**src/hw/rtl/fsdb_pkg.sv**
```systemverilog
// footswitch debounce and bypass control package
// payload structs, per-switch status struct, register indexes and limits
// no dependencies
package fsdb_pkg;

  localparam int unsigned NUM_SW   = 3;
  localparam int unsigned SW_MAIN  = 0;
  localparam int unsigned SW_EXT   = 1;
  localparam int unsigned SW_JACK  = 2;
  localparam int unsigned CFG_DW   = 16;
  localparam int unsigned CFG_IW   = 2;

  localparam logic [CFG_IW-1:0] CFG_DEBOUNCE = 2'd0;
  localparam logic [CFG_IW-1:0] CFG_LONG     = 2'd1;
  localparam logic [CFG_IW-1:0] CFG_LATCH    = 2'd2;

  localparam logic [7:0]  DEB_MAX   = 8'd253;
  localparam logic [15:0] LONG_MAX  = 16'd65534;
  localparam logic [7:0]  DEB_RST   = 8'd5;
  localparam logic [15:0] LONG_RST  = 16'd250;
  localparam logic [2:0]  LATCH_RST = 3'b110;

  typedef struct packed {
    logic main_open;
    logic ext_open;
    logic jack_open;
  } in_item_t;

  typedef struct packed {
    logic       effect_active;
    logic       learn_active;
    logic       relay_drive;
    logic [2:0] pressed_mask;
    logic [2:0] push_pulses;
    logic [2:0] release_pulses;
    logic [2:0] long_held_mask;
    logic [2:0] long_release_pulses;
  } out_item_t;

  typedef struct packed {
    logic debounced;
    logic push;
    logic rel;
    logic long_held;
    logic long_rel;
  } sw_status_t;

endpackage

```
**src/hw/rtl/fsdb_debounce.sv**
```systemverilog
// single switch debouncer with long-press detection
// depends on fsdb_pkg
module fsdb_debounce (
  input  logic               clk,
  input  logic               rst_n,
  input  logic               step,
  input  logic               open,
  input  logic [7:0]         lim,
  input  logic [15:0]        llim,
  input  logic               latched,
  output fsdb_pkg::sw_status_t status
);
  import fsdb_pkg::*;

  logic        deb_r, deb_nxt;
  logic        armed_r, armed_nxt;
  logic [7:0]  cnt_r, cnt_nxt;
  logic [15:0] hold_r, hold_nxt;
  logic        long_r, long_nxt;
  logic        push, rel, long_rel;
  logic [8:0]  lim_p1;

  always_comb begin
    deb_nxt   = deb_r;
    armed_nxt = armed_r;
    cnt_nxt   = cnt_r;
    hold_nxt  = hold_r;
    long_nxt  = long_r;
    push      = 1'b0;
    rel       = 1'b0;
    long_rel  = 1'b0;
    lim_p1    = {1'b0, lim} + 9'd1;
    if (open == deb_r) begin
      if (!armed_r) begin
        armed_nxt = 1'b1;
      end else if (cnt_r == lim) begin
        rel     = open;
        push    = !open;
        cnt_nxt = cnt_r + 8'd1;
      end else if ({1'b0, cnt_r} == lim_p1) begin
        armed_nxt = 1'b0;
        deb_nxt   = !open;
        cnt_nxt   = 8'd0;
      end else begin
        cnt_nxt = cnt_r + 8'd1;
      end
    end else begin
      armed_nxt = 1'b0;
      cnt_nxt   = 8'd0;
    end
    if (!latched) begin
      if (deb_nxt) begin
        if (hold_r < llim) begin
          hold_nxt = hold_r + 16'd1;
        end else if (hold_r == llim) begin
          long_nxt = 1'b1;
          hold_nxt = hold_r + 16'd1;
        end
      end else begin
        long_rel = long_r;
        long_nxt = 1'b0;
        hold_nxt = 16'd0;
      end
    end
  end

  always_ff @(posedge clk) begin
    if (!rst_n) begin
      deb_r   <= 1'b0;
      armed_r <= 1'b0;
      cnt_r   <= 8'd0;
      hold_r  <= 16'd0;
      long_r  <= 1'b0;
    end else if (step) begin
      deb_r   <= deb_nxt;
      armed_r <= armed_nxt;
      cnt_r   <= cnt_nxt;
      hold_r  <= hold_nxt;
      long_r  <= long_nxt;
    end
  end

  assign status = '{debounced: deb_nxt, push: push, rel: rel,
                    long_held: long_nxt, long_rel: long_rel};

endmodule

```
**src/hw/rtl/fsdb_mode.sv**
```systemverilog
// effect and learn mode control from debounced switch events
// depends on fsdb_pkg
module fsdb_mode (
  input  logic                 clk,
  input  logic                 rst_n,
  input  logic                 step,
  input  fsdb_pkg::sw_status_t main_st,
  input  fsdb_pkg::sw_status_t ext_st,
  input  fsdb_pkg::sw_status_t jack_st,
  output logic                 effect_nxt,
  output logic                 learn_nxt
);
  import fsdb_pkg::*;

  logic effect_r, learn_r;

  always_comb begin
    effect_nxt = effect_r;
    learn_nxt  = learn_r;
    if (main_st.push) begin
      if (!learn_r) effect_nxt = !effect_r;
    end else if (main_st.long_rel && effect_r) begin
      if (!learn_r) effect_nxt = 1'b0;
    end
    if (!effect_nxt) begin
      if (ext_st.push) effect_nxt = 1'b1;
      else if (ext_st.rel) effect_nxt = 1'b0;
    end
    if (!learn_r && main_st.long_held && jack_st.debounced) begin
      learn_nxt  = 1'b1;
      effect_nxt = 1'b0;
    end else if (learn_r && main_st.push) begin
      learn_nxt = 1'b0;
    end
  end

  always_ff @(posedge clk) begin
    if (!rst_n) begin
      effect_r <= 1'b0;
      learn_r  <= 1'b0;
    end else if (step) begin
      effect_r <= effect_nxt;
      learn_r  <= learn_nxt;
    end
  end

endmodule

```
**src/hw/rtl/footswitch_debounce_bypass_control.sv**
```systemverilog
// footswitch debounce and bypass control, top level
// one tick per cycle sustained while out_ready is high
// input register, then switch and mode logic into the result register
// synchronous active-low reset clears all switch state, flags and config to defaults
// depends on fsdb_pkg, fsdb_debounce, fsdb_mode
module footswitch_debounce_bypass_control (
  input  logic                                clk,
  input  logic                                rst_n,
  input  logic                                in_valid,
  output logic                                in_ready,
  input  fsdb_pkg::in_item_t                  in_data,
  output logic                                out_valid,
  input  logic                                out_ready,
  output fsdb_pkg::out_item_t                 out_data,
  input  logic                                cfg_we,
  input  logic [fsdb_pkg::CFG_IW-1:0]         cfg_index,
  input  logic [fsdb_pkg::CFG_DW-1:0]         cfg_wdata
);
  import fsdb_pkg::*;

  logic [7:0]  deb_ticks_r;
  logic [15:0] long_ticks_r;
  logic [2:0]  latch_r;
  logic        stg_v_r;
  in_item_t    stg_r;
  logic        out_v_r;
  out_item_t   out_r;
  logic        out_free, move;
  logic [7:0]  lim;
  logic [15:0] llim;
  logic [2:0]  raw_open;
  sw_status_t  st [NUM_SW];
  logic        effect_nxt, learn_nxt;
  out_item_t   res;

  always_ff @(posedge clk) begin
    if (!rst_n) begin
      deb_ticks_r  <= DEB_RST;
      long_ticks_r <= LONG_RST;
      latch_r      <= LATCH_RST;
    end else if (cfg_we) begin
      case (cfg_index)
        CFG_DEBOUNCE: deb_ticks_r  <= cfg_wdata[7:0];
        CFG_LONG:     long_ticks_r <= cfg_wdata;
        CFG_LATCH:    latch_r      <= cfg_wdata[2:0];
        default:      ;
      endcase
    end
  end

  assign out_free = !out_v_r || out_ready;
  assign move     = stg_v_r && out_free;
  assign in_ready = !stg_v_r || out_free;

  always_ff @(posedge clk) begin
    if (!rst_n) begin
      stg_v_r <= 1'b0;
    end else if (in_valid && in_ready) begin
      stg_v_r <= 1'b1;
    end else if (move) begin
      stg_v_r <= 1'b0;
    end
  end

  always_ff @(posedge clk) begin
    if (in_valid && in_ready) stg_r <= in_data;
  end

  assign lim      = (deb_ticks_r > DEB_MAX) ? DEB_MAX : deb_ticks_r;
  assign llim     = (long_ticks_r > LONG_MAX) ? LONG_MAX : long_ticks_r;
  assign raw_open = {stg_r.jack_open, stg_r.ext_open, stg_r.main_open};

  for (genvar i = 0; i < NUM_SW; i++) begin : g_sw
    fsdb_debounce u_deb (
      .clk     (clk),
      .rst_n   (rst_n),
      .step    (move),
      .open    (raw_open[i]),
      .lim     (lim),
      .llim    (llim),
      .latched (latch_r[i]),
      .status  (st[i])
    );
  end

  fsdb_mode u_mode (
    .clk        (clk),
    .rst_n      (rst_n),
    .step       (move),
    .main_st    (st[SW_MAIN]),
    .ext_st     (st[SW_EXT]),
    .jack_st    (st[SW_JACK]),
    .effect_nxt (effect_nxt),
    .learn_nxt  (learn_nxt)
  );

  always_comb begin
    res.effect_active = effect_nxt;
    res.learn_active  = learn_nxt;
    res.relay_drive   = effect_nxt && !learn_nxt;
    for (int i = 0; i < NUM_SW; i++) begin
      res.pressed_mask[i]        = st[i].debounced;
      res.push_pulses[i]         = st[i].push;
      res.release_pulses[i]      = st[i].rel;
      res.long_held_mask[i]      = st[i].long_held;
      res.long_release_pulses[i] = st[i].long_rel;
    end
  end

  always_ff @(posedge clk) begin
    if (!rst_n) begin
      out_v_r <= 1'b0;
    end else if (out_free) begin
      out_v_r <= stg_v_r;
    end
  end

  always_ff @(posedge clk) begin
    if (move) out_r <= res;
  end

  assign out_valid = out_v_r;
  assign out_data  = out_r;

endmodule

```
**config.mk**
```make
export PLATFORM = sky130hd
export DESIGN_NAME = footswitch_debounce_bypass_control
export DESIGN_NICKNAME = d
export VERILOG_FILES = /design/src/hw/rtl/fsdb_pkg.sv /design/src/hw/rtl/fsdb_debounce.sv /design/src/hw/rtl/fsdb_mode.sv /design/src/hw/rtl/footswitch_debounce_bypass_control.sv
export SDC_FILE = /design/constraint.sdc
export NUM_CORES = 1
export LEC_CHECK = 0
export BUFFER_PORTS_ARGS = -buffer_cell sky130_fd_sc_hd__buf_4
export CAP_MARGIN = 15
export CELL_PAD_IN_SITES_DETAIL_PLACEMENT = 1
export CELL_PAD_IN_SITES_GLOBAL_PLACEMENT = 1
export CORE_MARGIN = 10
export CORE_UTILIZATION = 45
export CTS_BUF_LIST = sky130_fd_sc_hd__clkbuf_2 sky130_fd_sc_hd__clkbuf_4 sky130_fd_sc_hd__clkbuf_8
export CTS_CLUSTER_SIZE = 25
export DETAILED_ROUTE_END_ITERATION = 8
export GPL_TIMING_DRIVEN = 1
export PLACE_DENSITY = 0.77
export SYNTH_ARGS = -nofsm -noshare
export SYNTH_HDL_FRONTEND = slang
export SYNTH_SLANG_ARGS = --single-unit
export TNS_END_PERCENT = 5
```
**constraint.sdc**
```tcl
create_clock -name clk -period 4.6 [get_ports clk]
set_clock_uncertainty 0.1 [all_clocks]
set_input_delay 0.23 -clock clk [delete_from_list [all_inputs] [get_ports clk]]
set_output_delay 0.23 -clock clk [all_outputs]
set_load 0.05 [all_outputs]
```
# Yosys cells after proc, flatten, opt, wreduce, memory -nomap -nowiden
# Cells that the tools add are included.
word_totals:
  regBits: 133
  wordCells: 184
classes:
  n_addsub: 7
  n_lt_le_gt_ge: 5
  n_eq_ne: 20
  mux: 78
  bitwise: 3
  n_reduce_logical: 33
op_table:
  columns: ["cell", "count"]
  rows:
  - ["two-way mux 16 bit", 10]
  - ["two-way mux 8 bit", 13]
  - ["two-way mux 1 bit", 55]
  - ["adder 16 x 1 -> 16 bit, second input constant", 3]
  - ["equality test 16 bit", 3]
  - ["< comparator 16 bit", 3]
  - ["equality test 8 x 9 -> 1 bit", 3]
  - ["adder 8 x 1 -> 8 bit, second input constant", 3]
  - ["equality test 8 bit", 3]
  - ["AND reduction 3 bit", 6]
  - ["greater-than comparator 16 bit, second input constant", 1]
  - ["AND reduction 2 bit", 6]
  - ["adder 8 x 1 -> 9 bit, second input constant", 1]
  - ["!= test 3 bit, second input constant", 3]
  - ["greater-than comparator 8 bit, second input constant", 1]
  - ["logical NOT 1 bit", 8]
  - ["logical AND 1 bit", 7]
  - ["!= test 2 x 1 -> 1 bit, second input constant", 3]
  - ["OR reduction 2 bit", 2]
  - ["equality test 1 bit", 3]
  - ["NOT 1 bit", 3]
  - ["equality test 2 x 1 -> 1 bit, second input constant", 1]
  - ["equality test 2 bit, second input constant", 1]
  - ["logical NOT 2 bit", 1]
  - ["other kinds (2)", 3]

# Longest topological paths before layout
logic_depth:
  depth_word: 16
  ltp_mapped: 15

# Hierarchy
# Synthesis repeated with hierarchy kept, for this count alone.
unflattened:
  cells_unflattened: 1017
  hier_area_um2: 8824.7
by_module_without_submodules:
  columns: ["mod", "instances", "cells_each", "area_each_um2", "seq_area_each_um2"]
  rows:
  - ["fsdb_debounce", 3, 277, 2250.9, 540.5]
  - ["footswitch_debounce_bypass_control", 1, 170, 1919.3, 1211.2]
  - ["fsdb_mode", 1, 16, 152.6, 40.0]

# Worst setup path after synthesis
# No wires, ideal clock.
synth_path:
  path_type: "reg2reg"
  from: "register deb_ticks_r[5]"
  to: "register out_r (netlist bit out_data[16]), data pin"
  setup_time_ns: 0.259
  arrival_ns: 2.979
  path_slack_ns: 1.262
  stages_incl_launch_ff: 15
  synth_period_minus_slack_ns: 3.338
  cell_sequence: "dfxtp_1 -> buf_6 -> and4_4 -> a21oi_2 -> inv_1 -> ha_1 -> nand3_2 -> nor4_2 -> a21oi_1 -> nor4b_4 -> nand4_4 -> and2_1 -> buf_2 -> o2111a_1 -> or2_1"
synth_via:
  elab_chain_len: 13
  word_cells_on_any_way: 25
  classes_between: "1 x add/sub; 1 x order compare; 4 x eq/ne; 16 x mux; 3 x reduce/logical"
synth_rtl:
  columns: ["element", "line", "source"]
  rows:
  - ["start, declared", "footswitch_debounce_bypass_control.sv:21", "logic [7:0] deb_ticks_r;"]
  - ["start signal, assigned", "footswitch_debounce_bypass_control.sv:43", "CFG_DEBOUNCE: deb_ticks_r <= cfg_wdata[7:0];"]
  - ["greater-than comparator 8 bit", "footswitch_debounce_bypass_control.sv:69", "assign lim = (deb_ticks_r > DEB_MAX) ? DEB_MAX : deb_ticks_r;"]
  - ["two-way mux 8 bit *", "footswitch_debounce_bypass_control.sv:69", null]
  - ["adder 8 x 1 -> 9 bit", "fsdb_debounce.sv:32", "lim_p1 = {1'b0, lim} + 9'd1;"]
  - ["equality test 8 x 9 -> 1 bit", "fsdb_debounce.sv:40", "end else if ({1'b0, cnt_r} == lim_p1) begin"]
  - ["two-way mux 1 bit", "fsdb_debounce.sv:40", null]
  - ["two-way mux 1 bit *", "fsdb_debounce.sv:36", "end else if (cnt_r == lim) begin"]
  - ["two-way mux 1 bit *", "fsdb_debounce.sv:34", "if (!armed_r) begin"]
  - ["two-way mux 1 bit *", "fsdb_debounce.sv:33", "if (open == deb_r) begin"]
  - ["named net g_sw[0].u_deb.deb_nxt", "fsdb_debounce.sv:15", "logic deb_r, deb_nxt;"]
  - ["two-way mux 1 bit *", "fsdb_debounce.sv:52", "if (deb_nxt) begin"]
  - ["two-way mux 1 bit *", "fsdb_debounce.sv:51", "if (!latched) begin"]
  - ["logical AND 1 bit * (2 in series)", "fsdb_mode.sv:29", "if (!learn_r && main_st.long_held && jack_st.debounced) begin"]
  - ["two-way mux 1 bit *", "fsdb_mode.sv:29", null]
  - ["named net learn_nxt", "footswitch_debounce_bypass_control.sv:33", "logic effect_nxt, learn_nxt;"]
  - ["end signal, assigned", "footswitch_debounce_bypass_control.sv:119", "if (move) out_r <= res;"]
  - ["end, declared", "footswitch_debounce_bypass_control.sv:27", "out_item_t out_r;"]
# Mark *: on every way through the listed nets, which the timed path passes. The rest lies on a longest branch.
# A chain may end at the register's enable or synchronous reset.

==> results.yml <==
outcome:
  outcome: "finished, final reports clean"
routing:
  vias_per_cell: 5.85
  routed.top_layer: "met4"
  drtPass1Iterations: 4
  drt-initial-drc-count: 374
  post_drt_wl_per_cell_um: 19.6
  wl_met1_um: 10700
  routed_wl_um: 24300
  vias: 7239
  antenna_left: 0
  wl_met3_um: 851
  wl_met2_um: 12300
  drc: 0
synthesis:
  synthCells: 942
  synth_seq_area_share_pct: 35.0
  netlist_area_sq_um: 8210
  synthSimpleGateAreaFrac_pct: 25.2
  ys_seq_elements: 133
  synthFlopType: "dfxtp_1"
  yosysWarnings: 0
  synth_edf_count: 21
  synth-xor-area-share_pct: 5.51
  synth_top_family_by_area: "simple AND/OR/NAND/NOR gates"
  synthMuxAreaShare_pct: 2.44
  synth-adder-area-share_pct: 8.53
  synthesis.nets: 1024
  async_reset_ff_share_pct: 0
  synth_compound_area_share_pct: 18.8
  synth_cell_type_count: 72
  synth_area_per_cell_sq_um: 8.72
timing:
  slew_viol_final: 0
  holdWs_ns: 0.0604
  setup_tns_ns: 0
  finalHoldViolations: 0
  timing.final.ws_setup_ns: 0.398
  setup_viol: 0
  tightest_slew_ns: 1.05
  relSlewSlack_pct: 29.4
  max_freq_ghz: 0.238
  rsz0062_at_grt: "no"
  finalCritPeriodShare_pct: 91.4
  period_minus_slack_ns: 4.20
clock_network:
  clockRootBuffer: "clkbuf_8"
  cts_setup_buffers: 0
  cts_tree: "built"
  htreeDepth: 4
  clockBufferDepth: 2
  cts_made_buffers: 17
  clk_latency_ns: 0.47
  path_clk_slew_ns: 0.10
  cts.sinks: 133
hold_path:
  whs_endpoint: "long_ticks_r[13]$_SDFFE_PN0P_"
  hold_depth: 4
  hold_class: "in -> reg"
  hp-start: "cfg_index[1]"
floorplanning:
  rows: 49
  die_y_um: 155
  dieArea_sq_um: 24100
  core_sq_um: 18000
  start_util_pct: 45.7
  num_io_pins: 46
  die_w_um: 155
final_layout:
  multi_input_area_sq_um: 4980
  mostFrequentLayoutCells: "dfxtp_1 (112), nand2_1 (86), nor2_1 (58)"
  syn_to_final_growth_pct: 13.6
  drive_gt1_share_pct: 11.6
  seqCellArea_sq_um: 2870
  final_common_cell: "dfxtp_1"
  num-fill-cells: 2100
  fin_nets: 1077
worst_setup_path:
  critPathKind: "reg -> reg"
  r2r_end: "out_data[15]$_DFFE_PP_"
  endpoint_kind: "register"
  required_ns: 4.70
  critPathMaxFanout: 11
  ff2ff_path_depth: 12
  cp.arrival_ns: 4.30
  critPathLaunch: "deb_ticks_r[4]$_SDFFE_PN0P_"
  rrSetupSlack_ns: 0.40
  worstReg2RegStart: "deb_ticks_r[4]$_SDFFE_PN0P_"
  start_kind: "register"
placement:
  pre_cts_slack_ns: 0.391
  gp_congestion: 0.879
  io_buffers: 45
  detailed_place_hpwl_um: 17600
global_routing:
  antenna_found_initial: 1
  grt_pass1_wl_um: 39500
  grt_pass1_vias: 7370
  grt_max_degree: 80
  grtUsageTotal_pct: 20.1
  grt_overflow: 0
power:
  ir_drop_uv: 226
  finalPower_mw: 2.51
  power_density_nw_per_um2: 269
  p_leak_nw: 3.51
run:
  maxCapViolCount: 0
-- worst max path at each step --
| stage | endpoint |
|---|---|
| 3_5_place_dp | g_sw[0].u_deb.hold_r[12]$_SDFFE_PN0P_ |
| 4_1_cts | g_sw[0].u_deb.hold_r[12]$_SDFFE_PN0P_ |
| 3_3_place_gp | g_sw[0].u_deb.hold_r[3]$_SDFFE_PN0P_ |
| 5_1_grt | g_sw[2].u_deb.long_r$_SDFFE_PN0P_ |
| 6_report | out_data[15]$_DFFE_PP_ |
| 2_1_floorplan | out_data[16]$_DFFE_PP_ |
-- cells in the mapped netlist, drive strengths merged (5+ instances only) --
master | number | share of area, %
o21ai | 48 | 3.0
and2 | 13 | 0.99
xnor2 | 35 | 3.9
inv | 37 | 1.7
a21oi | 51 | 3.3
xor2 | 15 | 1.6
ha | 56 | 8.5
a21boi | 29 | 2.7
nand4 | 34 | 2.8
nor2b | 21 | 1.6
nand3 | 40 | 2.5
nor2 | 58 | 2.7
and3 | 14 | 1.1
nand2b | 8 | 0.61
o31ai | 31 | 2.9
or4 | 26 | 2.5
o21a | 9 | 0.82
a311oi | 5 | 0.53
clkbuf | 23 | 1.1
dfxtp | 112 | 27
and4 | 7 | 0.78
mux2i | 20 | 2.4
or3 | 17 | 1.3
nand2 | 88 | 4.1
buf | 20 | 1.7
nand3b | 13 | 1.2
nor3 | 20 | 1.4
a21o | 9 | 0.82
o211ai | 10 | 0.97
a31oi | 7 | 0.53
edfxtp | 21 | 7.7
-- sequential cells by signal, summed over array words and instances, names as in the netlist --
signal              count
g_sw.u_deb.hold_r      48
g_sw.u_deb.long_r       3
g_sw.u_deb.armed_r      3
stg_v_r                 1
g_sw.u_deb.cnt_r       24
out_valid               1
latch_r                 3
long_ticks_r           16
u_mode.learn_r          1
out_data               18
raw_open                3
deb_ticks_r             8
u_mode.effect_r         1
g_sw.u_deb.deb_r        3
-- report_power, final --
part	switching, mW	internal, mW	leakage (nW)	total [mW]
Sequential	0.0226	1.20	1.11	1.22
Combinational	0.139	0.0863	2.19	0.225
Clock	0.559	0.507	0.207	1.07
Total	0.721	1.79	3.51	2.51
-- worst max-delay path, cell delays in order (launching register included) --
cell,delay (ns)
dfxtp_1,0.64
and4_4,0.36
a21oi_2,0.10
inv_1,0.10
ha_1,0.25
nand3_2,0.20
nor4_2,0.33
a21oi_1,0.10
nor4b_4,0.48
nand4_4,0.23
a211o_1,0.35
a311oi_1,0.56
nor3_1,0.15
-- kinds of logic (layout without fill, tap and decap cells) --
group	Yosys count	after routing
adders and majority gates	56	56
DFF	133	133
and+or+nand+nor	375	375
other	0	1
xor gates and xnor gates	50	50
muxes	20	20
buffers and inverters	80	146
AOI/OAI and AO/OA	228	228
-- routing by layer --
layer | global-route usage, % | up-vias
li1 | - | 3596
met1 | 25.0 | 3523
met2 | 34.7 | 95
met3 | 4.00 | 25
met4 | 5.22 | 0
met5 | 0 | -
-- area by class of cell --
cell class                      instances  area share, %
Tap cell                              229           3.07
Sequential cell                       133           30.8
Clock inverter                         15           2.00
Timing Repair Buffer                   77           6.76
Antenna cell                            1         0.0268
Multi-Input combinational cell        729           53.4
Inverter                               37           1.49
Clock buffer                           17           2.51
-- metrics by stage --
step / util (%) / instance area [sq um] / instances
6_report: 51.9 / 9330 / 1238
5_1_grt: 51.9 / 9330 / 1238
4_1_cts: 51.9 / 9330 / 1237
3_5_place_dp: 48.4 / 8690 / 1184
3_3_place_gp: 48.4 / 8690 / 1184
2_1_floorplan: - / 8210 / 942
-- what timing repair did --
| action | in CTS | in global routing |
|---|---|---|
| gates resized for setup | 0 | 1 |
| hold buffers | 21 | 0 |
| endpoints found under the hold margin | 32 | 0 |
| endpoints found under the setup margin | 0 | 1 |
Note: power is estimated with default switching activity, not from simulation.
